===== src/stt_pkg.sv =====
`default_nettype none
package stt_pkg;

  localparam int OFFSET_BITS   = 20;
  localparam int KEYWORD_CHARS = 6;
  localparam int PREFIX_BITS   = 8 * KEYWORD_CHARS;

  localparam logic [OFFSET_BITS-1:0] OFFSET_MAX = {OFFSET_BITS{1'b1}};

  // token kinds
  localparam logic [5:0] K_END    = 6'd0;
  localparam logic [5:0] K_IDENT  = 6'd1;
  localparam logic [5:0] K_INT    = 6'd2;
  localparam logic [5:0] K_STR    = 6'd3;
  localparam logic [5:0] K_CHR    = 6'd4;
  localparam logic [5:0] K_KW0    = 6'd5;
  localparam logic [5:0] K_INLINE = 6'd12;

  // error codes
  localparam logic [2:0] E_NONE    = 3'd0;
  localparam logic [2:0] E_CHR     = 3'd1;
  localparam logic [2:0] E_STR     = 3'd2;
  localparam logic [2:0] E_INVALID = 3'd3;
  localparam logic [2:0] E_LBRACE  = 3'd4;
  localparam logic [2:0] E_RBRACE  = 3'd5;

  typedef enum logic [3:0] {
    M_IDLE, M_COMMENT, M_INTEGER, M_IDENT, M_CHR_OPEN, M_CHR_ESC, M_CHR_CLOSE,
    M_STR, M_STR_ESC, M_OPER, M_INL_SPACE, M_INL_COMMENT, M_INL_BODY
  } mode_t;

  typedef struct packed {
    logic [5:0]             kind;
    logic [OFFSET_BITS-1:0] start;
    logic [OFFSET_BITS-1:0] len;
    logic [2:0]             err;
  } tok_t;

  function automatic logic [OFFSET_BITS-1:0] sat_inc(input logic [OFFSET_BITS-1:0] v);
    return (v == OFFSET_MAX) ? v : v + 1'b1;
  endfunction

  function automatic logic is_space(input logic [7:0] b);
    return b == 8'h20 || b == 8'h09 || b == 8'h0a || b == 8'h0b || b == 8'h0c ||
           b == 8'h0d;
  endfunction

  function automatic logic is_digit(input logic [7:0] b);
    return b >= 8'h30 && b <= 8'h39;
  endfunction

  function automatic logic is_alpha(input logic [7:0] b);
    return (b >= 8'h61 && b <= 8'h7a) || (b >= 8'h41 && b <= 8'h5a);
  endfunction

  // single-character operator kind, 0 when none
  function automatic logic [5:0] single_op(input logic [7:0] c);
    logic [5:0] k;
    k = 6'd0;
    case (c)
      "{": k = 6'd13;
      "}": k = 6'd14;
      "(": k = 6'd15;
      ")": k = 6'd16;
      "[": k = 6'd17;
      "]": k = 6'd18;
      ":": k = 6'd19;
      ",": k = 6'd20;
      "+": k = 6'd21;
      "-": k = 6'd22;
      "*": k = 6'd23;
      "/": k = 6'd24;
      "%": k = 6'd25;
      "!": k = 6'd28;
      "=": k = 6'd29;
      "<": k = 6'd32;
      ">": k = 6'd33;
      "&": k = 6'd38;
      "|": k = 6'd39;
      "@": k = 6'd40;
      "~": k = 6'd41;
      "^": k = 6'd42;
      default: k = 6'd0;
    endcase
    return k;
  endfunction

  // two-character operator kind, 0 when none
  function automatic logic [5:0] pair_op(input logic [7:0] c, input logic [7:0] d);
    logic [5:0] k;
    k = 6'd0;
    case ({c, d})
      {"&", "&"}: k = 6'd26;
      {"|", "|"}: k = 6'd27;
      {"=", "="}: k = 6'd30;
      {"!", "="}: k = 6'd31;
      {"<", "="}: k = 6'd34;
      {">", "="}: k = 6'd35;
      {"<", "<"}: k = 6'd36;
      {">", ">"}: k = 6'd37;
      default:    k = 6'd0;
    endcase
    return k;
  endfunction

  function automatic logic [PREFIX_BITS-1:0] pack_kw(input logic [63:0] s);
    return s[PREFIX_BITS-1:0];
  endfunction

  // keyword lookup on length and prefix
  function automatic logic [5:0] name_kind(input logic [OFFSET_BITS-1:0] len,
                                           input logic [PREFIX_BITS-1:0] p);
    logic [5:0] k;
    k = K_IDENT;
    if (len == 2 && p == pack_kw(64'h6669)) k = 6'd5;
    else if (len == 4 && p == pack_kw(64'h65736c65)) k = 6'd6;
    else if (len == 5 && p == pack_kw(64'h656c696877)) k = 6'd7;
    else if (len == 5 && p == pack_kw(64'h6b61657262)) k = 6'd8;
    else if (len == 3 && p == pack_kw(64'h6e7566)) k = 6'd9;
    else if (len == 6 && p == pack_kw(64'h6e7275746572)) k = 6'd10;
    else if (len == 6 && p == pack_kw(64'h6e7265747865)) k = 6'd11;
    else if (len == 6 && p == pack_kw(64'h656e696c6e69)) k = K_INLINE;
    return k;
  endfunction

endpackage
`default_nettype wire


===== src/source_text_tokenizer.sv =====
`default_nettype none
// Streaming tokenizer: one source byte or end-of-input request is taken every
// clock while in_stall is low, and each request yields zero, one or two tokens
// (kind, body offset, body length, error code, last). The lexer state advances
// on each accepted request and its results appear on the output the cycle after
// acceptance, through a two-entry output queue. in_stall rises while the queue
// holds two results, or holds one that the receiver is stalling; a request is
// taken in the same cycle that the last queued result leaves, so with no receiver
// stall a request is held back only after one that gave two results. Errors halt
// the lexer until end of input, which flushes, emits an end token and resets state.
module source_text_tokenizer (
  input  wire                            clk,
  input  wire                            rst_n,
  input  wire                            in_valid,
  output logic                           in_stall,
  input  wire  [0:0]                     in_command,
  input  wire  [7:0]                     in_char_byte,
  output logic                           out_valid,
  input  wire                            out_stall,
  output logic [5:0]                     out_token_kind,
  output logic [stt_pkg::OFFSET_BITS-1:0] out_start_offset,
  output logic [stt_pkg::OFFSET_BITS-1:0] out_token_length,
  output logic [2:0]                     out_error_code,
  output logic                           out_last
);
  import stt_pkg::*;

  localparam int QW = $bits(tok_t) + 1;

  mode_t                  mode_r, mode_nxt;
  logic [OFFSET_BITS-1:0] pos_r, pos_nxt;
  logic [OFFSET_BITS-1:0] tstart_r, tstart_nxt;
  logic [OFFSET_BITS-1:0] tlen_r, tlen_nxt;
  logic [PREFIX_BITS-1:0] prefix_r, prefix_nxt;
  logic [7:0]             pend_r, pend_nxt;
  logic                   halted_r, halted_nxt;

  tok_t       res0, res1;
  logic [1:0] nres;

  // output queue
  logic [QW-1:0] q_r [2];
  logic [1:0]    cnt_r;
  logic          in_acc, out_acc;

  assign in_acc  = in_valid && !in_stall;
  assign out_acc = out_valid && !out_stall;
  assign in_stall = (cnt_r == 2'd2) || (cnt_r == 2'd1 && out_stall);
  assign out_valid = (cnt_r != 2'd0);
  assign {out_token_kind, out_start_offset, out_token_length, out_error_code, out_last} = q_r[0];

  // lexer next-state logic
  always_comb begin
    logic [7:0]  b;
    logic        restart;
    logic        do_inl;
    logic [5:0]  kk;
    tok_t        t;
    b = in_char_byte;
    restart = 1'b0;
    do_inl  = 1'b0;
    kk      = 6'd0;
    t       = '0;
    mode_nxt   = mode_r;
    pos_nxt    = pos_r;
    tstart_nxt = tstart_r;
    tlen_nxt   = tlen_r;
    prefix_nxt = prefix_r;
    pend_nxt   = pend_r;
    halted_nxt = halted_r;
    res0 = '0;
    res1 = '0;
    nres = 2'd0;

    if (in_command[0]) begin
      // end of input: flush then end token
      if (!halted_r) begin
        case (mode_r)
          M_INTEGER: begin
            res0 = '{K_INT, tstart_r, tlen_r, E_NONE}; nres = 2'd1;
          end
          M_IDENT: begin
            kk = name_kind(tlen_r, prefix_r);
            if (kk == K_INLINE) res0 = '{K_END, pos_r, '0, E_LBRACE};
            else res0 = '{kk, tstart_r, tlen_r, E_NONE};
            nres = 2'd1;
          end
          M_CHR_OPEN, M_CHR_ESC, M_CHR_CLOSE: begin
            res0 = '{K_END, pos_r, '0, E_CHR}; nres = 2'd1;
          end
          M_STR, M_STR_ESC: begin
            res0 = '{K_END, pos_r, '0, E_STR}; nres = 2'd1;
          end
          M_OPER: begin
            res0 = '{single_op(pend_r), tstart_r, OFFSET_BITS'(1), E_NONE}; nres = 2'd1;
          end
          M_INL_SPACE, M_INL_COMMENT: begin
            res0 = '{K_END, pos_r, '0, E_LBRACE}; nres = 2'd1;
          end
          M_INL_BODY: begin
            res0 = '{K_END, pos_r, '0, E_RBRACE}; nres = 2'd1;
          end
          default: nres = 2'd0;
        endcase
      end
      t = '{K_END, pos_r, '0, E_NONE};
      if (nres == 2'd0) res0 = t;
      else res1 = t;
      nres = nres + 2'd1;
      mode_nxt = M_IDLE; pos_nxt = '0; tstart_nxt = '0; tlen_nxt = '0;
      prefix_nxt = '0; pend_nxt = '0; halted_nxt = 1'b0;
    end else begin
      pos_nxt = sat_inc(pos_r);
      if (!halted_r) begin
        case (mode_r)
          M_COMMENT: if (b == 8'h0a) mode_nxt = M_IDLE;
          M_INL_COMMENT: if (b == 8'h0a) mode_nxt = M_INL_SPACE;
          M_INTEGER: begin
            if (is_digit(b)) tlen_nxt = sat_inc(tlen_r);
            else begin
              res0 = '{K_INT, tstart_r, tlen_r, E_NONE}; nres = 2'd1;
              restart = 1'b1;
            end
          end
          M_IDENT: begin
            if (is_alpha(b) || is_digit(b) || b == "_") begin
              for (int i = 1; i < KEYWORD_CHARS; i++)
                if (tlen_r == OFFSET_BITS'(i)) prefix_nxt[8*i +: 8] = b;
              tlen_nxt = sat_inc(tlen_r);
            end else begin
              kk = name_kind(tlen_r, prefix_r);
              if (kk == K_INLINE) do_inl = 1'b1;
              else begin
                res0 = '{kk, tstart_r, tlen_r, E_NONE}; nres = 2'd1;
                restart = 1'b1;
              end
            end
          end
          M_CHR_OPEN: begin
            tlen_nxt = OFFSET_BITS'(1);
            mode_nxt = (b == 8'h5c) ? M_CHR_ESC : M_CHR_CLOSE;
          end
          M_CHR_ESC: begin
            tlen_nxt = OFFSET_BITS'(2);
            mode_nxt = M_CHR_CLOSE;
          end
          M_CHR_CLOSE: begin
            if (b == 8'h27) res0 = '{K_CHR, tstart_r, tlen_r, E_NONE};
            else begin
              res0 = '{K_END, pos_r, '0, E_CHR}; halted_nxt = 1'b1;
            end
            nres = 2'd1; mode_nxt = M_IDLE;
          end
          M_STR: begin
            if (b == 8'h22) begin
              res0 = '{K_STR, tstart_r, tlen_r, E_NONE}; nres = 2'd1; mode_nxt = M_IDLE;
            end else begin
              if (b == 8'h5c) mode_nxt = M_STR_ESC;
              tlen_nxt = sat_inc(tlen_r);
            end
          end
          M_STR_ESC: begin
            tlen_nxt = sat_inc(tlen_r); mode_nxt = M_STR;
          end
          M_OPER: begin
            kk = pair_op(pend_r, b);
            if (kk != 6'd0) begin
              res0 = '{kk, tstart_r, OFFSET_BITS'(2), E_NONE}; mode_nxt = M_IDLE;
            end else begin
              res0 = '{single_op(pend_r), tstart_r, OFFSET_BITS'(1), E_NONE};
              restart = 1'b1;
            end
            nres = 2'd1;
          end
          M_INL_SPACE: do_inl = 1'b1;
          M_INL_BODY: begin
            if (b == "}") begin
              res0 = '{K_INLINE, tstart_r, tlen_r, E_NONE}; nres = 2'd1; mode_nxt = M_IDLE;
            end else tlen_nxt = sat_inc(tlen_r);
          end
          default: restart = 1'b1;
        endcase

        // whitespace, comments and the opening brace before the inline body
        if (do_inl) begin
          mode_nxt = M_INL_SPACE;
          if (is_space(b)) mode_nxt = M_INL_SPACE;
          else if (b == "#") mode_nxt = M_INL_COMMENT;
          else if (b == "{") begin
            mode_nxt = M_INL_BODY; tstart_nxt = sat_inc(pos_r); tlen_nxt = '0;
          end else begin
            res0 = '{K_END, pos_r, '0, E_LBRACE}; nres = 2'd1;
            halted_nxt = 1'b1; mode_nxt = M_IDLE;
          end
        end

        // start of a new token
        if (restart) begin
          mode_nxt = M_IDLE;
          tlen_nxt = '0;
          t = '{K_END, pos_r, '0, E_INVALID};
          if (is_space(b)) mode_nxt = M_IDLE;
          else if (b == "#") mode_nxt = M_COMMENT;
          else if (is_digit(b)) begin
            mode_nxt = M_INTEGER; tstart_nxt = pos_r; tlen_nxt = OFFSET_BITS'(1);
          end else if (is_alpha(b) || b == "_") begin
            mode_nxt = M_IDENT; tstart_nxt = pos_r; tlen_nxt = OFFSET_BITS'(1);
            prefix_nxt = {{(PREFIX_BITS-8){1'b0}}, b};
          end else if (b == 8'h27) begin
            mode_nxt = M_CHR_OPEN; tstart_nxt = sat_inc(pos_r);
          end else if (b == 8'h22) begin
            mode_nxt = M_STR; tstart_nxt = sat_inc(pos_r);
          end else if (single_op(b) != 6'd0) begin
            mode_nxt = M_OPER; pend_nxt = b; tstart_nxt = pos_r;
          end else begin
            halted_nxt = 1'b1;
            if (nres == 2'd0) res0 = t;
            else res1 = t;
            nres = nres + 2'd1;
          end
        end
      end
    end
  end

  // lexer state
  always_ff @(posedge clk) begin
    if (!rst_n) begin
      mode_r <= M_IDLE; pos_r <= '0; tstart_r <= '0; tlen_r <= '0;
      prefix_r <= '0; pend_r <= '0; halted_r <= 1'b0;
    end else if (in_acc) begin
      mode_r <= mode_nxt; pos_r <= pos_nxt; tstart_r <= tstart_nxt;
      tlen_r <= tlen_nxt; prefix_r <= prefix_nxt; pend_r <= pend_nxt;
      halted_r <= halted_nxt;
    end
  end

  // result queue: filled when empty or when its last entry leaves, drained one
  // entry per accepted output
  always_ff @(posedge clk) begin
    if (!rst_n) begin
      cnt_r <= 2'd0;
    end else if (in_acc) begin
      cnt_r <= nres;
    end else if (out_acc) begin
      cnt_r <= cnt_r - 2'd1;
    end
  end

  always_ff @(posedge clk) begin
    if (in_acc) begin
      q_r[0] <= {res0, nres == 2'd1};
      q_r[1] <= {res1, 1'b1};
    end else if (out_acc) begin
      q_r[0] <= q_r[1];
    end
  end

`ifndef SYNTH
  a_cnt_range: assert property (@(posedge clk) disable iff (!rst_n) cnt_r != 2'd3)
    else $error("result count out of range");
  a_halt_nores: assert property (@(posedge clk) disable iff (!rst_n)
    (in_acc && halted_r && !in_command[0]) |=> cnt_r == 2'd0)
    else $error("halted lexer produced a result");
  a_end_last: assert property (@(posedge clk) disable iff (!rst_n)
    (in_acc && in_command[0]) |=> (cnt_r != 2'd0))
    else $error("end of input gave no result");
`endif

endmodule
`default_nettype wire

===== config.mk =====
export PLATFORM = sky130hd
export DESIGN_NAME = source_text_tokenizer
export DESIGN_NICKNAME = d
export VERILOG_FILES = /design/src/stt_pkg.sv /design/src/source_text_tokenizer.sv
export SDC_FILE = /design/constraint.sdc
export NUM_CORES = 1
export LEC_CHECK = 0
export ABC_CLOCK_PERIOD_IN_PS = 9010
export BUFFER_PORTS_ARGS = -buffer_cell sky130_fd_sc_hd__buf_4
export CAP_MARGIN = 40
export CORE_AREA = 5 5 172 174
export DETAILED_ROUTE_END_ITERATION = 6
export DIE_AREA = 0 0 177 179
export PLACE_DENSITY = 0.7
export SETUP_SLACK_MARGIN = 0.3
export SLEW_MARGIN = 20
export SYNTH_ARGS = -nofsm -noshare
export SYNTH_HDL_FRONTEND = slang
export SYNTH_SLANG_ARGS = --single-unit

===== constraint.sdc =====
create_clock -name clk -period 9.01 [get_ports clk]
set_input_delay 0.901 -clock clk [delete_from_list [all_inputs] [get_ports clk]]
set_output_delay 0.901 -clock clk [all_outputs]
set_load 0.01 [all_outputs]

Word level (Yosys, flattened, before mapping)
Memories as Yosys holds them, arrays and structs flattened.
Cells that the tools add are included.
{"block": "word_totals", "regBits": 123, "ramBits": 100, "input_bits": 13, "out_inout_bits": 52, "word_cells": 385, "memories": 1}
{"block": "classes", "addsub": 5, "n_lt_le_gt_ge": 6, "n_eq_ne": 108, "mux": 209, "bitwise_logic": 1, "reduce_logical": 46}
{"memory": "q_r", "words": 2, "width": 50, "read_ports": 2, "rd_clocked_by_memory_dff": 0, "wr": 2, "line": "source_text_tokenizer.sv:42", "rtl": "logic [QW-1:0] q_r [2];"}
{"operator": "two-way mux 49 bit", "count": 22}
{"operator": "two-way mux 20 bit", "count": 28}
{"operator": "two-way mux 43 bit", "count": 11}
{"operator": "case mux 49 bit (7 select lines)", "count": 1}
{"operator": "two-way mux 48 bit", "count": 7}
{"operator": "case mux 49 bit (6 select lines)", "count": 1}
{"operator": "case mux 6 bit (22 select lines)", "count": 2}
{"operator": "== test 8 x 6 -> 1 bit (second input constant)", "count": 32}
{"operator": "== test 48 x 47 -> 1 bit (second input constant)", "count": 3}
{"operator": "== test 8 x 7 -> 1 bit (second input constant)", "count": 18}
{"operator": "two-way mux 6 bit", "count": 24}
{"operator": "case mux 20 bit (7 select lines)", "count": 1}
{"operator": "two-way mux 8 bit", "count": 15}
{"operator": "== test 16 x 14 -> 1 bit (second input constant)", "count": 7}
{"operator": "== test 48 x 39 -> 1 bit (second input constant)", "count": 2}
{"operator": "two-way mux 4 bit", "count": 23}
{"operator": "two-way mux 45 bit", "count": 2}
{"operator": "two-way mux 40 bit", "count": 2}
{"operator": "== test 20 x 3 -> 1 bit (second input constant)", "count": 3}
{"operator": "two-way mux 50 bit", "count": 1}
{"operator": "== test 48 x 15 -> 1 bit (second input constant)", "count": 1}
{"operator": "== test 48 x 23 -> 1 bit (second input constant)", "count": 1}
{"operator": "== test 48 x 31 -> 1 bit (second input constant)", "count": 1}
{"operator": "case mux 6 bit (8 select lines)", "count": 1}
{"operator": "46 further kinds", "count": 166}

Depth between registers and ports, before layout
{"block": "logic_depth", "depth_word": 37, "depth_mapped": 14, "mapped_depth_nobuf": 12}

Least setup slack after synthesis
OpenSTA, ideal clock, no wires.
{"block": "synth_path", "kind": "input to register", "start": "in out_stall", "end": "mem q_r[0][0] (netlist name), enable pin", "setup_ns": 0.527, "arrival_ns": 4.434, "required_ns": 8.483, "setup_slack_ns": 4.049, "stages": 1, "n_path_buf": 0, "cell_sequence": "o21ai_0"}
{"item": "start: declaration", "line": "source_text_tokenizer.sv:19", "rtl": "input wire out_stall,"}
{"item": "end: declaration", "line": "source_text_tokenizer.sv:42"}

==> reports/results.txt <==
number of global-route vias before repair: 11,400
Pwr Density: 153 nW/µm²
Setup TNS: 0 ns
cell family with most CP delay: simple AND/OR/NAND/NOR gates
number of gates resized after CTS: 0
CTS tree: done
LEAKAGE: 4.73 nW
CP Data Required Time: 9.33 ns
maximum VDD drop: 0.131 mV
DP Area: 13,100 µm²
CP Class: register to register
largest net degree at the start of global routing: 51
Seq/Total Area, Yosys: 37.1%
Buf/Inv on CP: 1
routability cong.: 1.02
FFs w/ async S/R, synth: 0%
cell count after synthesis: 1,466
sequential share of power: 46.8%
Yosys reg bits: 194
grt total ovfl: 0
Net Sw Frac: 31.2%
Placed Instances: 1,823
Clock Latency Late Sink: 0.47 ns
FF-to-FF End: q_r[0][25]$_DFFE_PP_
Slowest-stage cell, CP: dfxtp_1
Routed Antenna Nets: 0
Setup crit end kind: register
Syn Area/Cell: 8.45 µm²
CP cell instances: nand2b_1 -> nor2_1 -> o211ai_1 -> buf_4 -> o211a_1 -> or4b_4 -> o21ai_4 -> a221o_1
Finished Cell Area: 13,700 µm²
logic gate share of total power: 14.7%
Post-synth EDFFs: 71
layout cells sized above 1: 12.1%
postcts setup bufs: 0
die area: 31,700 µm²
core box area: 27,600 µm²
Worst slew margin: 42.8%
PortBufs: 64
hold_buf cts: 0
CTS root buffer: clkbuf_16
Yosys cell types: 97
final wirelength: 41,900 µm
cell area after synthesis: 12,400 µm²
drc violations: 0
Tot Pwr: 2.10 mW
WHS Path Cells: 1
Worst Setup SP: mode_r[1]$_SDFFE_PN0P_
r2r startpoint: mode_r[1]$_SDFFE_PN0P_
Critical Path Start Type: register
Max Fclk: 237 MHz
Iteration-0 DRC Markers: 1,768
fin nets: 1,489
n_diodes: 0
crit path time final: 4.23 ns
Clk pwr share: 38.4%
register-to-register setup slack: 4.78 ns
final count of hold timing violations: 0
Clock Tree Buf Depth: 2
initial antenna violation count: 0
DIE HEIGHT: 179 µm
number of cells on the critical path: 8
CTS sink count: 194
final setup fails: 0
CTS buffer count: 17
DR WL/cell: 22.5 µm
die width: 177 µm
Hold WC Path Type: register to register
status: finished clean
RSZ-0062 raised after global routing: no
Synth Net Count: 1,489
DR vias/cell: 6.68
First-pass DRT Iterations: 5
final instance count without filler cells: 1,857
Detail Placement HPWL: 29,000 µm
capture point of the worst path: q_r[0][25]$_DFFE_PP_
total number of placement rows: 61
final worst slack: 4.78 ns
Max Fanout on Critical Path: 20
fin crit share: 46.9%
Initial Utilization: 44.8%
max_cap viols: 0
R2R depth: 8
GR Util All Layers: 26.0%
Synth Flop Type: dfxtp_1
worst slack, placed: 4.60 ns
first-pass GRT wire length: 65,800 µm
IO Pins: 65
H-tree Lvls: 4
worst-margin pin slew: 0.847 ns
internal power: 1.45 mW
detailed-route via count: 12,400
Layout area overhead: 10.6%
synth warn: 0
critical path's largest stage delay: 0.76 ns
WP data arrival: 4.55 ns
Worst-path clk slew: 0.09 ns
clk_skew: 0.0197 ns
max-slew violations: 0
net switching power: 0.655 mW
## metrics by stage
step                util, %  hold slack (ns)
floorplan                 -            0.434
detailed placement     47.3            0.463
global placement       47.1            0.467
CTS                    49.5            0.482
finish                 49.6            0.485
global route           49.6            0.491
## worst register-to-register path: cells and delay by family, from the launching register on
kind	cells	cell delay, ns
compound gates	4	1.52
buf+inv	1	0.24
flops	1	0.76
simple gates	3	1.59
## placed cells by master (no fill, tap or decap), types with 7 or more instances in the layout
cell type    n
a221oi_1    13
nor2b_1     42
or4_1       14
o211ai_1    12
edfxtp_1    71
a31oi_1     19
mux2i_1     18
a21o_1      11
a221o_1     30
nand2b_1    21
ha_1        10
a21oi_1     79
inv_1       23
nand4b_1    17
nor4_1      28
buf_4       85
nand4_1     30
a22o_1      52
nand3_1     47
and2_1      12
or2_2        8
o21ai_0     80
o22ai_1      9
xnor2_1     10
o31ai_1      9
o21ai_1     11
nand2_1    129
clkinv_8     7
dfxtp_1    123
or3_1       14
buf_2        7
clkbuf_16   17
nor3_1      49
and3_1      51
a211oi_1    17
a22oi_1     12
nor2_1     124
nor3b_1      8
## cells by family (layout without fill, tap and decap cells)
family	count (synthesis)	count (layout)	share of synthesized area [%]
buffers and inverters	138	151	4.80
XOR/XNOR	14	14	0.990
AND/OR/NAND/NOR	649	649	28.9
adder cells (fa/ha/maj)	11	11	1.09
multiplexers	22	22	1.82
flip-flops	194	194	37.1
AO/OA/AOI/OAI	438	438	25.3
## per-layer routing
metal | track usage (%) | share of wire (%) | vias to the layer above
met5 | 0 | 0 | -
met4 | 8.54 | 2.8 | 0
met3 | 4.41 | 9.8 | 107
met2 | 39.4 | 44 | 724
met1 | 37.8 | 44 | 5937
li1 | - | - | 5633
## flip-flops by register name, indices dropped and copies added, names as in the netlist
name      flops
tlen_r       20
q_r          71
mode_r        4
pos_r        20
tstart_r     20
halted_r      1
pend_r        8
prefix_r     48
cnt_r         2
## cell type report
class,count,area (µm²)
clock inverters,15,199
well taps,378,473
clock buffers,17,425
multi-input cells,1134,7210
inverters,24,90.1
fillers,2645,13900
repair buffers,95,711
flip-flops and latches,194,4590
## synthesized netlist by cell type, types with 8 or more instances
cell / n / area share (%)
o22ai_1: 9 / 0.45
inv_1: 23 / 0.70
nand2_1: 129 / 3.9
dfxtp_1: 123 / 20
and2_1: 12 / 0.61
nor4_1: 28 / 1.4
a211oi_1: 17 / 1.0
a221oi_1: 13 / 0.92
or3_1: 14 / 0.71
or4_1: 14 / 0.85
o21ai_0: 82 / 3.3
nand3_1: 47 / 1.9
a22oi_1: 12 / 0.73
a21o_1: 11 / 0.67
o31ai_1: 9 / 0.55
and3_1: 51 / 2.6
o211ai_1: 12 / 0.73
nand4b_1: 17 / 1.2
o21ai_1: 10 / 0.40
clkbuf_1: 80 / 2.4
a31oi_1: 19 / 0.96
buf_2: 19 / 0.77
or2_2: 8 / 0.40
xnor2_1: 10 / 0.71
nand2b_1: 21 / 1.1
nor2b_1: 42 / 2.1
ha_1: 10 / 1.0
mux2i_1: 18 / 1.5
nor3b_1: 8 / 0.48
nor2_1: 125 / 3.8
a22o_1: 52 / 3.7
edfxtp_1: 71 / 17
a221o_1: 30 / 2.4
nor3_1: 49 / 2.0
nand4_1: 30 / 1.5
a21oi_1: 79 / 3.2
## how the worst min path moves through the flow
stage	start	endpoint	slack, ns
2_1_floorplan	tstart_r[17]$_SDFFE_PN0P_	tstart_r[17]$_SDFFE_PN0P_	0.43
3_3_place_gp	prefix_r[47]$_SDFFE_PN0P_	prefix_r[47]$_SDFFE_PN0P_	0.47
3_5_place_dp	tstart_r[17]$_SDFFE_PN0P_	tstart_r[17]$_SDFFE_PN0P_	0.46
4_1_cts	tstart_r[17]$_SDFFE_PN0P_	tstart_r[17]$_SDFFE_PN0P_	0.48
5_1_grt	tstart_r[17]$_SDFFE_PN0P_	tstart_r[17]$_SDFFE_PN0P_	0.49
6_report	tstart_r[17]$_SDFFE_PN0P_	tstart_r[17]$_SDFFE_PN0P_	0.48
## power groups by stage
stage | registers, mW | logic (mW) | clock network [mW]
5_1_grt | 0.990 | 0.333 | 0.850
3_3_place_gp | 1.00 | 0.301 | 0
6_report | 0.984 | 0.310 | 0.808
2_1_floorplan | 1.01 | 0.172 | 0
3_5_place_dp | 1.00 | 0.305 | 0
4_1_cts | 0.984 | 0.306 | 0.813
Power figures use the tool's default switching activity.
